### src/hdl/nidtp_pkg.sv
`timescale 1ns / 1ps
// ----------------------------------------------------------------------------
// nidtp_pkg
// Types, character codes and limits shared by the node id text parser.
// ----------------------------------------------------------------------------
package nidtp_pkg;

    // parse phase, one-hot
    typedef enum logic [2:0] {
        PH_LEAD  = 3'b001,
        PH_BODY  = 3'b010,
        PH_TRAIL = 3'b100
    } phase_t;

    // number notation selected by the prefix
    typedef enum logic [1:0] {
        NOT_BARE = 2'd0,
        NOT_BANG = 2'd1,
        NOT_0X   = 2'd2
    } notation_t;

    localparam logic [7:0] CH_NUL   = 8'h00;
    localparam logic [7:0] CH_SPACE = 8'h20;
    localparam logic [7:0] CH_TAB   = 8'h09;
    localparam logic [7:0] CH_CR    = 8'h0D;
    localparam logic [7:0] CH_LF    = 8'h0A;
    localparam logic [7:0] CH_BANG  = 8'h21;
    localparam logic [7:0] CH_LOW_X = 8'h78;
    localparam logic [7:0] CH_UP_X  = 8'h58;

    localparam logic [3:0] MAX_HEX_DIGITS = 4'd8;
    localparam logic [3:0] MAX_DEC_DIGITS = 4'd10;
    localparam logic [3:0] COUNT_SAT      = 4'd15;

    // digit value 0..15, bit 4 set when the character is no hex digit
    function automatic logic [4:0] hex_digit(input logic [7:0] c);
        logic [4:0] d;
        d = 5'd16;
        if (c >= 8'h30 && c <= 8'h39)
        begin
            d = 5'(c - 8'h30);
        end
        else if (c >= 8'h61 && c <= 8'h66)
        begin
            d = 5'(c - 8'h61 + 8'd10);
        end
        else if (c >= 8'h41 && c <= 8'h46)
        begin
            d = 5'(c - 8'h41 + 8'd10);
        end
        return d;
    endfunction

    function automatic logic is_blank(input logic [7:0] c);
        return (c == CH_SPACE) || (c == CH_TAB) || (c == CH_CR) || (c == CH_LF);
    endfunction

endpackage

### src/hdl/nidtp_char_if.sv
`timescale 1ns / 1ps
// ----------------------------------------------------------------------------
// nidtp_char_if
// Character channel: one text character per transaction.
// ----------------------------------------------------------------------------
interface nidtp_char_if;
    logic       valid;
    logic       ready;
    logic [7:0] ch;

    modport source (output valid, output ch, input ready);
    modport sink   (input valid, input ch, output ready);
endinterface

### src/hdl/nidtp_result_if.sv
`timescale 1ns / 1ps
// ----------------------------------------------------------------------------
// nidtp_result_if
// Result channel: validity flag and parsed node identifier.
// ----------------------------------------------------------------------------
interface nidtp_result_if;
    logic        valid;
    logic        ready;
    logic        ok;
    logic [31:0] node_id;

    modport source (output valid, output ok, output node_id, input ready);
    modport sink   (input valid, input ok, input node_id, output ready);
endinterface

### src/hdl/node_id_text_parser.sv
`timescale 1ns / 1ps
// ----------------------------------------------------------------------------
// node_id_text_parser
// Parses a node identifier given as text, one character per transaction.
// A zero character ends the text and produces one result transaction.
// ----------------------------------------------------------------------------
//  channel | direction | payload              | transaction
//  text    | sink      | ch[7:0]              | one character, zero ends text
//  ident   | source    | ok, node_id[31:0]    | one per zero character
//
//  one character is taken every cycle while text.ready is high; each updates the parse state in the
//  cycle it is accepted (shift-add by ten and a 36-bit overflow compare)
//  a zero character loads the result register at the edge that accepts it,
//  so the result is offered from the next cycle on
//  the result register decouples the sides: text.ready drops only while a
//  result is held and ident.ready is low
//  reset clears the parse state and empties the result register
// ----------------------------------------------------------------------------
module node_id_text_parser
    import nidtp_pkg::*;
(
    input  logic                  clk,
    input  logic                  rst_n,
    nidtp_char_if.sink            text,
    nidtp_result_if.source        ident
);

    // parse state
    phase_t      phase_reg,   phase_next;
    notation_t   notation_reg, notation_next;
    logic [31:0] hex_reg,     hex_next;
    logic [31:0] dec_reg,     dec_next;
    logic [3:0]  count_reg,   count_next;
    logic        saw_hex_reg, saw_hex_next;
    logic        failed_reg,  failed_next;

    // result register
    logic        res_valid_reg;
    logic        res_ok_reg,  res_ok_next;
    logic [31:0] res_id_reg,  res_id_next;

    logic        accept;
    logic        end_of_text;
    logic        body_char;
    logic        blank;
    logic [4:0]  digit;
    logic [35:0] dec_times_ten;
    logic        as_dec;
    logic        final_ok;

    // a new character is taken whenever the result slot is free or draining
    assign text.ready  = !res_valid_reg || ident.ready;
    assign accept      = text.valid && text.ready;
    assign end_of_text = (text.ch == CH_NUL);

    assign blank = is_blank(text.ch);
    assign digit = hex_digit(text.ch);

    // dec * 10 as two shifted adds, plus the new digit
    assign dec_times_ten = {1'b0, dec_reg, 3'b000} + {3'b000, dec_reg, 1'b0}
                         + {31'd0, digit};

    // final decision on the state before the zero character
    assign as_dec   = (notation_reg == NOT_BARE) && !saw_hex_reg;
    assign final_ok = !failed_reg && (count_reg != 4'd0)
                    && (as_dec ? (count_reg <= MAX_DEC_DIGITS)
                               : (count_reg <= MAX_HEX_DIGITS));
    assign res_ok_next = final_ok;
    assign res_id_next = final_ok ? (as_dec ? dec_reg : hex_reg) : 32'd0;

    // which characters go through the body rules
    always_comb
    begin
        body_char = 1'b0;
        unique case (phase_reg)
            PH_LEAD:
            begin
                body_char = !(text.ch == CH_SPACE || text.ch == CH_TAB)
                         && (text.ch != CH_BANG);
            end
            PH_BODY:  body_char = 1'b1;
            PH_TRAIL: body_char = 1'b0;
            default:  body_char = 1'b0;
        endcase
    end

    // next parse state for a non-zero character
    always_comb
    begin
        phase_next    = phase_reg;
        notation_next = notation_reg;
        hex_next      = hex_reg;
        dec_next      = dec_reg;
        count_next    = count_reg;
        saw_hex_next  = saw_hex_reg;
        failed_next   = failed_reg;

        if (phase_reg == PH_LEAD && !(text.ch == CH_SPACE || text.ch == CH_TAB))
        begin
            phase_next = PH_BODY;
            if (text.ch == CH_BANG)
            begin
                notation_next = NOT_BANG;
            end
        end
        if (phase_reg == PH_TRAIL && !blank)
        begin
            failed_next = 1'b1;
        end

        if (body_char)
        begin
            if (blank)
            begin
                phase_next = PH_TRAIL;
            end
            else if (notation_reg == NOT_BARE && count_reg == 4'd1 && hex_reg == 32'd0
                     && (text.ch == CH_LOW_X || text.ch == CH_UP_X))
            begin
                // a single leading zero followed by x: hex prefix
                notation_next = NOT_0X;
                count_next    = 4'd0;
                hex_next      = 32'd0;
                dec_next      = 32'd0;
            end
            else if (digit[4])
            begin
                failed_next = 1'b1;
            end
            else
            begin
                saw_hex_next = saw_hex_reg || (digit >= 5'd10);
                if (count_reg < COUNT_SAT)
                begin
                    count_next = count_reg + 4'd1;
                end
                hex_next = {hex_reg[27:0], digit[3:0]};
                if (!saw_hex_next && !failed_reg)
                begin
                    if (dec_times_ten[35:32] != 4'd0)
                    begin
                        failed_next = 1'b1;
                    end
                    else
                    begin
                        dec_next = dec_times_ten[31:0];
                    end
                end
            end
        end
    end

    always_ff @(posedge clk or negedge rst_n)
    begin
        if (!rst_n)
        begin
            phase_reg    <= PH_LEAD;
            notation_reg <= NOT_BARE;
            hex_reg      <= 32'd0;
            dec_reg      <= 32'd0;
            count_reg    <= 4'd0;
            saw_hex_reg  <= 1'b0;
            failed_reg   <= 1'b0;
        end
        else if (accept)
        begin
            if (end_of_text)
            begin
                // state clears after every result
                phase_reg    <= PH_LEAD;
                notation_reg <= NOT_BARE;
                hex_reg      <= 32'd0;
                dec_reg      <= 32'd0;
                count_reg    <= 4'd0;
                saw_hex_reg  <= 1'b0;
                failed_reg   <= 1'b0;
            end
            else
            begin
                phase_reg    <= phase_next;
                notation_reg <= notation_next;
                hex_reg      <= hex_next;
                dec_reg      <= dec_next;
                count_reg    <= count_next;
                saw_hex_reg  <= saw_hex_next;
                failed_reg   <= failed_next;
            end
        end
    end

    // result slot
    always_ff @(posedge clk or negedge rst_n)
    begin
        if (!rst_n)
        begin
            res_valid_reg <= 1'b0;
        end
        else if (accept && end_of_text)
        begin
            res_valid_reg <= 1'b1;
        end
        else if (ident.ready)
        begin
            res_valid_reg <= 1'b0;
        end
    end

    always_ff @(posedge clk)
    begin
        if (accept && end_of_text)
        begin
            res_ok_reg <= res_ok_next;
            res_id_reg <= res_id_next;
        end
    end

    assign ident.valid   = res_valid_reg;
    assign ident.ok      = res_ok_reg;
    assign ident.node_id = res_id_reg;

    // a zero character always yields a pending result
    a_end_gives_result: assert property (@(posedge clk) disable iff (!rst_n)
        accept && end_of_text |=> res_valid_reg)
        else $error("zero character did not produce a result");

    // parse state is back at its reset value after the end of text
    a_state_cleared: assert property (@(posedge clk) disable iff (!rst_n)
        accept && end_of_text |=> phase_reg == PH_LEAD && count_reg == 4'd0
                                  && !failed_reg && notation_reg == NOT_BARE)
        else $error("parse state not cleared after result");

    // a failed result never carries a value
    a_fail_zero: assert property (@(posedge clk) disable iff (!rst_n)
        res_valid_reg && !res_ok_reg |-> res_id_reg == 32'd0)
        else $error("failed result with nonzero node id");

    // a prefix can only be recorded once the body has started
    a_prefix_phase: assert property (@(posedge clk) disable iff (!rst_n)
        notation_reg != NOT_BARE |-> phase_reg != PH_LEAD)
        else $error("notation set during leading whitespace");

    // a held result is never dropped
    a_no_loss: assert property (@(posedge clk) disable iff (!rst_n)
        res_valid_reg && !ident.ready |=> res_valid_reg && $stable(res_id_reg))
        else $error("pending result lost");

endmodule
### src/flat_wrapper.sv
// flat-port wrapper written by rule: the top's interface ports become plain ports
module node_id_text_parser_flat import nidtp_pkg::*;
  (clk, rst_n, text_valid, text_ch, text_ready, ident_valid, ident_ok, ident_node_id, ident_ready);
  nidtp_char_if text_i ();
  nidtp_result_if ident_i ();
  input  logic clk;
  input  logic rst_n;
  input wire logic [$bits(text_i.valid)-1:0] text_valid;
  input wire logic [$bits(text_i.ch)-1:0] text_ch;
  output wire logic [$bits(text_i.ready)-1:0] text_ready;
  output wire logic [$bits(ident_i.valid)-1:0] ident_valid;
  output wire logic [$bits(ident_i.ok)-1:0] ident_ok;
  output wire logic [$bits(ident_i.node_id)-1:0] ident_node_id;
  input wire logic [$bits(ident_i.ready)-1:0] ident_ready;
  assign text_i.valid = text_valid;
  assign text_i.ch = text_ch;
  assign text_ready = text_i.ready;
  assign ident_valid = ident_i.valid;
  assign ident_ok = ident_i.ok;
  assign ident_node_id = ident_i.node_id;
  assign ident_i.ready = ident_ready;
  node_id_text_parser u_core (.clk(clk), .rst_n(rst_n), .text(text_i), .ident(ident_i));
endmodule
### config.mk
export PLATFORM = sky130hd
export DESIGN_NAME = node_id_text_parser_flat
export DESIGN_NICKNAME = d
export VERILOG_FILES = /design/src/hdl/nidtp_pkg.sv /design/src/hdl/nidtp_char_if.sv /design/src/hdl/nidtp_result_if.sv /design/src/hdl/node_id_text_parser.sv /design/src/flat_wrapper.sv
export SDC_FILE = /design/constraint.sdc
export NUM_CORES = 1
export LEC_CHECK = 0
export BUFFER_PORTS_ARGS = -buffer_cell sky130_fd_sc_hd__buf_4
export CAP_MARGIN = 10
export CORE_ASPECT_RATIO = 1.4
export CORE_UTILIZATION = 67
export CTS_CLUSTER_SIZE = 20
export DETAILED_ROUTE_END_ITERATION = 8
export PLACE_DENSITY = 0.86
export SYNTH_ARGS = -nofsm -noshare
export SYNTH_HDL_FRONTEND = slang
export SYNTH_SLANG_ARGS = --single-unit
export TNS_END_PERCENT = 1
### constraint.sdc
create_clock -name clk -period 6 [get_ports clk]
set_clock_uncertainty 0.2 [all_clocks]
set_input_delay 0.3 -clock clk [delete_from_list [all_inputs] [get_ports clk]]
set_output_delay 0.3 -clock clk [all_outputs]
set_load 0.02 [all_outputs]
==> PnR_summary.wiki, run 1 <==
{| class="wikitable"
! Metric !! Value
|-
| Mapped Nets || 912
|-
| Type of the worst setup path || primary input to flip-flop
|-
| Number of synthesized flops with an enable pin || 33
|-
| TritonCTS clock tree || yes
|-
| Setup crit start kind || primary input
|-
| Largest net degree at the start of global routing || 77
|-
| Actual slew at the worst max-slew pin || 1.12 ns
|-
| Number of diodes added for antenna fixing || 0
|-
| Length of routed met2 wiring || 9410 µm
|-
| Final setup viols || 0
|-
| Most prevalent standard cell on the critical path || sky130_fd_sc_hd__ha_1
|-
| Count of standard-cell rows || 44
|-
| Register-to-Register Path Depth || 13
|-
| Initial antenna violation count || 0
|-
| Met3 WL || 1270 µm
|-
| Remaining routing DRC violations || 0
|-
| Max Clk Rate || 0.206 GHz
|-
| Reg-to-reg slack, setup || 1.81 ns
|-
| Largest fanout of any net on the critical path || 20
|-
| Number of nets with antenna violations after detailed routing || 0
|-
| Combinational fraction of design power || 11.9%
|-
| Crit end category || flip-flop
|-
| Maximum cell stage delay along the critical path || 0.44 ns
|-
| Total standard cell area after synthesis || 7340 µm²
|-
| YS warnings || 0
|-
| Die height || 126 µm
|-
| Number of vias per cell after detailed routing || 6.47
|-
| Top Metal Used || met4
|-
| Most frequent standard cell in the layout excluding fill and tap cells || sky130_fd_sc_hd__nand2_1
|-
| Clock tree root driver cell || sky130_fd_sc_hd__clkbuf_16
|-
| Pre-antenna DRT Iters || 6
|-
| Mapped Avg Cell Area || 8.87 µm²
|-
| Port bufs || 46
|-
| Gr usage total || 34.1%
|-
| Min-delay src || ident_ready
|-
| Internal power summed over all cells || 1.14 mW
|-
| Die width || 90.5 µm
|-
| Final number of hold-violating endpoints || 0
|-
| Iter 0 DRT Violations || 522
|-
| Total power divided by cell area || 198 nW/µm²
|-
| Clock latency at the later pin of the worst-skew pair || 0.35 ns
|-
| Average wire per standard cell || 18.6 µm
|-
| Post-Route M1 WL || 6930 µm
|-
| Critical path's slowest cell || sky130_fd_sc_hd__a2111oi_0
|-
| Switching portion of total power || 28.2%
|-
| I/O pin count || 47
|-
| Number of resized instances in the post-cts repair step || 0
|-
| Type of the worst min-delay path || primary input to flip-flop
|-
| Setup total negative slack || 0 ns
|-
| Clock sink count || 109
|-
| RSZ-0062 raised after global routing || false
|-
| Vias in the first global route || 6482
|-
| Number of buffers added by the clock tree synthesis step || 9
|-
| Seq cells post-synth || 109
|-
| Final estimated routing congestion in global placement || 1.00
|-
| Library cells used by synthesis || 64
|-
| Core area || 10500 µm²
|-
| Overall power consumption || 1.59 mW
|-
| Fraction of the yosys area taken by sequential cells || 39.4%
|-
| Area grow syn2layout || 9.59%
|-
| End point of the worst hold path || u_core.ident.valid$_DFFE_PN0P_
|-
| Global-route wire length before repair || 30800 µm
|-
| Tmin final || 4.86 ns
|-
| Hold Slack || 0.0762 ns
|-
| Layout cell share with drive strength beyond 1 || 9.50%
|-
| Floorplan die area || 11400 µm²
|-
| Number of max-slew violations in the final report || 0
|-
| Hold Path Cell Cnt || 3
|-
| GR Overflow Total || 0
|-
| Net switching power || 449 µW
|-
| Gate count after technology mapping || 828
|-
| Maximum root-to-sink buffer count || 2
|-
| Detailed-route via count || 6479
|-
| Net count of the finished layout || 942
|-
| Max transition margin || 25.2%
|-
| Required arrival time at the worst endpoint || 6.07 ns
|-
| Final worst path period share || 80.9%
|-
| Async set or reset register ratio after synthesis || 69.7%
|-
| Clock slew seen by the registers of the worst setup and hold paths || 0.07 ns
|-
| H-tree depth reported by CTS || 3
|-
| Critical register-to-register path startpoint || u_core.dec_reg[0]$_DFFE_PN0P_
|-
| Data arrival time at the worst-slack endpoint || 4.93 ns
|-
| Sequential cell fraction of total power || 52.5%
|-
| Share of power burned in the clock network || 35.7%
|-
| Ys flop type || sky130_fd_sc_hd__dfrtp_1
|-
| Cell-by-cell listing of the critical path || buf_4 > inv_1 > ha_1 > nand2b_1 > o211ai_1 > nor3_1 > o21ai_0 > o31ai_1 > ha_1 > ha_1 > inv_1 > fa_1 > nand2b_1 > a21oi_1 > o21ai_0 > a2111oi_0 > nor3_1 > xor2_1 > nand4bb_1 > nor4_4 > buf_4 > mux2i_1
|-
| Initial core utilization || 69.8%
|-
| Leakage power summed over all cells || 3.47 nW
|-
| Highest ir drop seen on vdd || 0.141 mV
|-
| DP HPWL || 13300 µm
|-
| Commonest non-fill, non-tap cells in the layout || sky130_fd_sc_hd__nand2_1 (190), sky130_fd_sc_hd__a21oi_1 (75), sky130_fd_sc_hd__dfrtp_1 (75)
|-
| WL final || 18600 µm
|-
| Reg-to-reg critical path endpoint || u_core.dec_reg[7]$_DFFE_PN0P_
|-
| Result of the run || complete, no violations
|-
| Max-cap violation count || 0
|}
==> metrics by stage <==
| step | std cells | setup slack, ns | area (µm²) | utilization (%) |
|---|---|---|---|---|
| finish | 1001 | 1.14 | 8050 | 76.5 |
| global route | 1001 | 0.785 | 8050 | 76.5 |
| CTS | 1001 | 1.22 | 8050 | 76.5 |
| detailed placement | 984 | 0.931 | 7760 | 73.8 |
| global placement | 984 | 1.14 | 7760 | 73.8 |
| floorplan | 828 | 1.61 | 7340 | - |
==> critical path: cells and delay by family <==
family / cells / cell delay, ns
xor+xnor: 1 / 0.19
buf+inv: 4 / 0.73
fa+ha+maj: 4 / 1.14
mux: 1 / 0.25
simple gates: 6 / 0.86
compound gates: 6 / 1.44
==> power groups by stage <==
stage               Clock, mW  Sequential, mW  Combinational [mW]
floorplan                   0           0.836               0.126
detailed placement          0           0.848               0.185
CTS                     0.570           0.834               0.187
global placement            0           0.847               0.173
global route            0.593           0.840               0.212
finish                  0.568           0.836               0.189
==> worst max-delay path by stage <==
stage                          start                        endpoint
after floorplan           text_ch[0]  u_core.dec_reg[12]$_DFFE_PN0P_
after global placement    text_ch[0]  u_core.dec_reg[12]$_DFFE_PN0P_
after detailed placement  text_ch[0]  u_core.dec_reg[18]$_DFFE_PN0P_
after CTS                 text_ch[0]  u_core.dec_reg[18]$_DFFE_PN0P_
after global routing      text_ch[0]   u_core.dec_reg[7]$_DFFE_PN0P_
final                     text_ch[0]   u_core.dec_reg[7]$_DFFE_PN0P_
==> Yosys cell counts, types with 5 or more instances <==
cell type	instances	share of area (%)
sky130_fd_sc_hd__a21o_1	11	1.1
sky130_fd_sc_hd__a21oi_1	75	5.1
sky130_fd_sc_hd__a31oi_1	7	0.60
sky130_fd_sc_hd__buf_2	5	0.34
sky130_fd_sc_hd__clkbuf_1	25	1.3
sky130_fd_sc_hd__dfrtp_1	75	26
sky130_fd_sc_hd__edfxtp_1	33	13
sky130_fd_sc_hd__ha_1	69	12
sky130_fd_sc_hd__inv_1	29	1.5
sky130_fd_sc_hd__mux2i_1	31	4.2
sky130_fd_sc_hd__nand2_1	190	9.7
sky130_fd_sc_hd__nand2b_1	8	0.68
sky130_fd_sc_hd__nand3_1	15	1.0
sky130_fd_sc_hd__nand4_1	8	0.68
sky130_fd_sc_hd__nor2_1	38	1.9
sky130_fd_sc_hd__nor3_1	13	0.89
sky130_fd_sc_hd__nor4_1	11	0.94
sky130_fd_sc_hd__o211ai_1	6	0.61
sky130_fd_sc_hd__o21a_1	6	0.61
sky130_fd_sc_hd__o21ai_0	56	3.8
sky130_fd_sc_hd__o21bai_1	10	1.0
sky130_fd_sc_hd__xnor2_1	15	1.8
sky130_fd_sc_hd__xor2_1	12	1.4
==> layout make-up <==
type                            count  area (µm²)
Sequential cell                   109        2890
Fill cell                         728        2470
Inverter                           29         109
Clock inverter                      7        48.8
Clock buffer                        9         225
Tap cell                          138         173
Multi-Input combinational cell    654        4180
Timing Repair Buffer               55         415
==> per-layer routing <==
layer  up-vias  global-route usage, %
li1       3012                      -
met1      3051                   40.0
met2       332                   58.0
met3        84                   6.16
met4         0                   20.7
met5         -                      0
==> logic make-up after synthesis <==
logic type	share of synthesized area [%]
simple gates	19.3
compound gates	16.9
flops	39.4
fa+ha+maj	12.6
buf+inv	3.75
mux	4.84
xor+xnor	3.22
==> what timing repair did <==
item	in CTS	in global routing
setup buffers	0	0
hold buffers	1	0
endpoints found under the hold margin	75	0
Note: power is estimated with default switching activity, not from simulation.
==> run 2, diff against run 1 <==
CORE_UTILIZATION = 62   (was 67)
PLACE_DENSITY = 0.8   (was 0.86)
clock period = 4.7 ns   (was 6 ns; I/O delays follow)
==> PnR_summary.wiki, run 2 (same netlist as run 1, synthesis figures left out) <==
{| class="wikitable"
! Metric !! Value
|-
| Floorplan die area || 12300 µm² (+7.9%)
|-
| Final estimated routing congestion in global placement || 0.919 (-8.2%)
|-
| Detailed-route via count || 6547 (+1.0%)
|-
| Number of buffers added by the clock tree synthesis step || 9 (unchanged)
|-
| Final number of hold-violating endpoints || 0 (unchanged)
|-
| Highest ir drop seen on vdd || 0.170 mV (+20%)
|-
| Post-detailed-placement cell area || 7850 µm² (+1.2%)
|-
| Maximum root-to-sink buffer count || 2 (unchanged)
|-
| Final worst path period share || 95.3%
|-
| Combinational fraction of design power || 11.8% (about the same)
|-
| Clock sink count || 109 (unchanged)
|-
| I/O pin count || 47 (unchanged)
|-
| Internal power summed over all cells || 1.48 mW (+29%)
|-
| WL final || 19200 µm (+3.0%)
|-
| Post-placement worst setup slack || -0.293 ns (-1.22 ns)
|-
| Leakage power summed over all cells || 3.55 nW (+2.3%)
|-
| Layout cell share with drive strength beyond 1 || 11.7% (+2.2 points)
|-
| Largest net degree at the start of global routing || 77 (unchanged)
|-
| Sequential cell fraction of total power || 52.2% (-0.3 points)
|-
| Final setup viols || 0 (unchanged)
|-
| Switching portion of total power || 27.6% (-0.56 points)
|-
| Number of vias per cell after detailed routing || 6.41 (-0.93%)
|-
| Initial antenna violation count || 0 (unchanged)
|-
| Die width || 94.0 µm (+3.9%)
|-
| Clock latency at the later pin of the worst-skew pair || 0.35 ns (about the same)
|-
| Net count of the finished layout || 956 (+1.5%)
|-
| Placed Cells incl. Taps || 1001 (+1.7%)
|-
| Crit end category || flip-flop
|-
| Result of the run || complete, no violations
|-
| Commonest non-fill, non-tap cells in the layout || sky130_fd_sc_hd__nand2_1 (190), sky130_fd_sc_hd__dfrtp_1 (75), sky130_fd_sc_hd__a21oi_1 (74)
|-
| Area grow syn2layout || 11.7%
|-
| Required arrival time at the worst endpoint || 4.77 ns (-1.30 ns)
|-
| GRT Max-Usage Layer || met2
|-
| Tmin final || 4.48 ns
|-
| Initial core utilization || 64.1% (-5.7 points)
|-
| Overall power consumption || 2.04 mW (+28%)
|-
| Count of standard-cell rows || 46 (+4.5%)
|-
| Met3 GRT Util || 3.47% (-2.7 points)
|-
| Number of max-slew violations in the final report || 0 (unchanged)
|-
| Gr usage total || 32.7% (-1.4 points)
|-
| Number of diodes added for antenna fixing || 0 (unchanged)
|-
| Actual slew at the worst max-slew pin || 1.11 ns (-0.0126 ns)
|-
| Die height || 131 µm (+3.9%)
|-
| Setup ws final || 0.220 ns (-0.924 ns)
|-
| Vias in the first global route || 6401 (-1.2%)
|-
| Iter 0 DRT Violations || 562 (+7.7%)
|-
| Filler instances || 896 (+23%)
|-
| Remaining routing DRC violations || 0 (unchanged)
|-
| Max-cap violation count || 0 (unchanged)
|-
| Type of the worst setup path || primary input to flip-flop
|-
| Share of power burned in the clock network || 36.0% (+0.3 points)
|-
| Clock tree root driver cell || sky130_fd_sc_hd__clkbuf_16
|-
| Met1 routing resource usage after global routing || 39.9% (-0.050 points)
|-
| Data arrival time at the worst-slack endpoint || 4.55 ns (-0.38 ns)
|-
| GR Overflow Total || 0 (unchanged)
|-
| Post-route insts no fill || 1021 (+2.0%)
|-
| Type of the worst min-delay path || primary input to flip-flop
|-
| DP HPWL || 13900 µm (+4.2%)
|-
| Area of the multi-input gates || 4200 µm² (+0.51%)
|-
| TritonCTS clock tree || yes
|-
| Net switching power || 564 µW (+26%)
|-
| Port bufs || 46 (unchanged)
|-
| Finished Cell Area || 8200 µm² (+2.0%)
|-
| Average wire per standard cell || 18.8 µm (+1.0%)
|-
| Hold Slack || 0.00374 ns (-0.0725 ns)
|-
| Most frequent standard cell in the layout excluding fill and tap cells || sky130_fd_sc_hd__nand2_1
|-
| Max Clk Rate || 0.223 GHz
|-
| Storage cell area || 2890 µm² (unchanged)
|-
| Global-route wire length before repair || 30900 µm (+0.18%)
|-
| H-tree depth reported by CTS || 3 (unchanged)
|-
| Clock slew seen by the registers of the worst setup and hold paths || 0.08 ns (about the same)
|-
| Number of nets with antenna violations after detailed routing || 0 (unchanged)
|-
| Met2 layer usage reported by global route || 58.1% (about the same)
|-
| Total power divided by cell area || 249 nW/µm² (+26%)
|-
| Pre-antenna DRT Iters || 5 (-1)
|-
| Largest fanout of any net on the critical path || 5 (-75%)
|-
| Setup crit start kind || primary input
|-
| Core area || 11500 µm² (+8.9%)
|-
| Max transition margin || 26.0% (+0.84 points)
|}
## run 2: cell type report
type                    count  share of cell area [%]
clock buffers              10                    2.91
clock inverters             6                   0.534
inverters                  29                    1.33
multi-input cells         654                    51.2
flip-flops and latches    109                    35.3
well taps                 144                    2.20
repair buffers             69                    6.53
## run 2: what timing repair did
| item | in CTS | in global routing |
|---|---|---|
| setup buffers | 0 | 2 |
| hold endpoints to repair | 75 | 0 |
| endpoints found under the setup margin | 0 | 33 |
| gates resized for setup | 0 | 12 |
| hold buffers | 1 | 0 |
## run 2: final timing paths
check | startpoint | to | slack [ns] | cells past startpoint
setup / recovery | text_ch[1] | u_core.dec_reg[28]$_DFFE_PN0P_ | 0.22 | 24
hold / removal | ident_ready | u_core.ident.valid$_DFFE_PN0P_ | 0.004 | 3
setup reg to reg | u_core.dec_reg[0]$_DFFE_PN0P_ | u_core.dec_reg[28]$_DFFE_PN0P_ | 0.71 | 14
hold reg to reg | u_core.phase_reg[0]$_DFFE_PN1P_ | u_core.phase_reg[0]$_DFFE_PN1P_ | 0.32 | 2
max in group asynchronous | rst_n | u_core.dec_reg[14]$_DFFE_PN0P_ | 3.28 | 2
min in group asynchronous | rst_n | u_core.count_reg[2]$_DFFE_PN0P_ | 0.37 | 2
## run 2: per-stage QoR
stage / utilization [%] / TNS (ns)
3_5_place_dp: 68.6 / -8.29
3_3_place_gp: 68.6 / 0
6_report: 71.6 / 0
5_1_grt: 71.6 / -0.0406
2_1_floorplan: - / 0
4_1_cts: 71.1 / 0
## run 2: worst max-delay path, cell delays in order
cell	delay (ns)
sky130_fd_sc_hd__buf_4	0.13
sky130_fd_sc_hd__inv_1	0.11
sky130_fd_sc_hd__ha_1	0.19
sky130_fd_sc_hd__nand2b_1	0.08
sky130_fd_sc_hd__o211ai_1	0.17
sky130_fd_sc_hd__buf_4	0.16
sky130_fd_sc_hd__nor3_1	0.05
sky130_fd_sc_hd__o21ai_0	0.21
sky130_fd_sc_hd__o31ai_1	0.13
sky130_fd_sc_hd__ha_1	0.31
sky130_fd_sc_hd__ha_1	0.18
sky130_fd_sc_hd__inv_1	0.08
sky130_fd_sc_hd__fa_2	0.37
sky130_fd_sc_hd__nand2b_1	0.19
sky130_fd_sc_hd__a21oi_2	0.19
sky130_fd_sc_hd__o21ai_1	0.14
sky130_fd_sc_hd__a2111oi_2	0.33
sky130_fd_sc_hd__nor3_1	0.09
sky130_fd_sc_hd__xor2_1	0.18
sky130_fd_sc_hd__nand4bb_1	0.17
sky130_fd_sc_hd__nor4_4	0.24
sky130_fd_sc_hd__buf_4	0.20
sky130_fd_sc_hd__clkbuf_4	0.21
sky130_fd_sc_hd__mux2i_1	0.20
## run 2: metal layers
metal	share of wire, %	vias up	routed length [µm]
met1	39	3181	7580
met5	0	-	0
met4	3.7	0	710
met2	52	267	10000
met3	4.7	55	900
li1	-	3044	-
## run 2: power groups by stage
| stage | logic, mW | registers, mW | clock network, mW |
|---|---|---|---|
| 2_1_floorplan | 0.161 | 1.07 | 0 |
| 3_3_place_gp | 0.224 | 1.08 | 0 |
| 3_5_place_dp | 0.235 | 1.08 | 0 |
| 4_1_cts | 0.239 | 1.07 | 0.739 |
| 5_1_grt | 0.268 | 1.07 | 0.775 |
| 6_report | 0.241 | 1.07 | 0.737 |
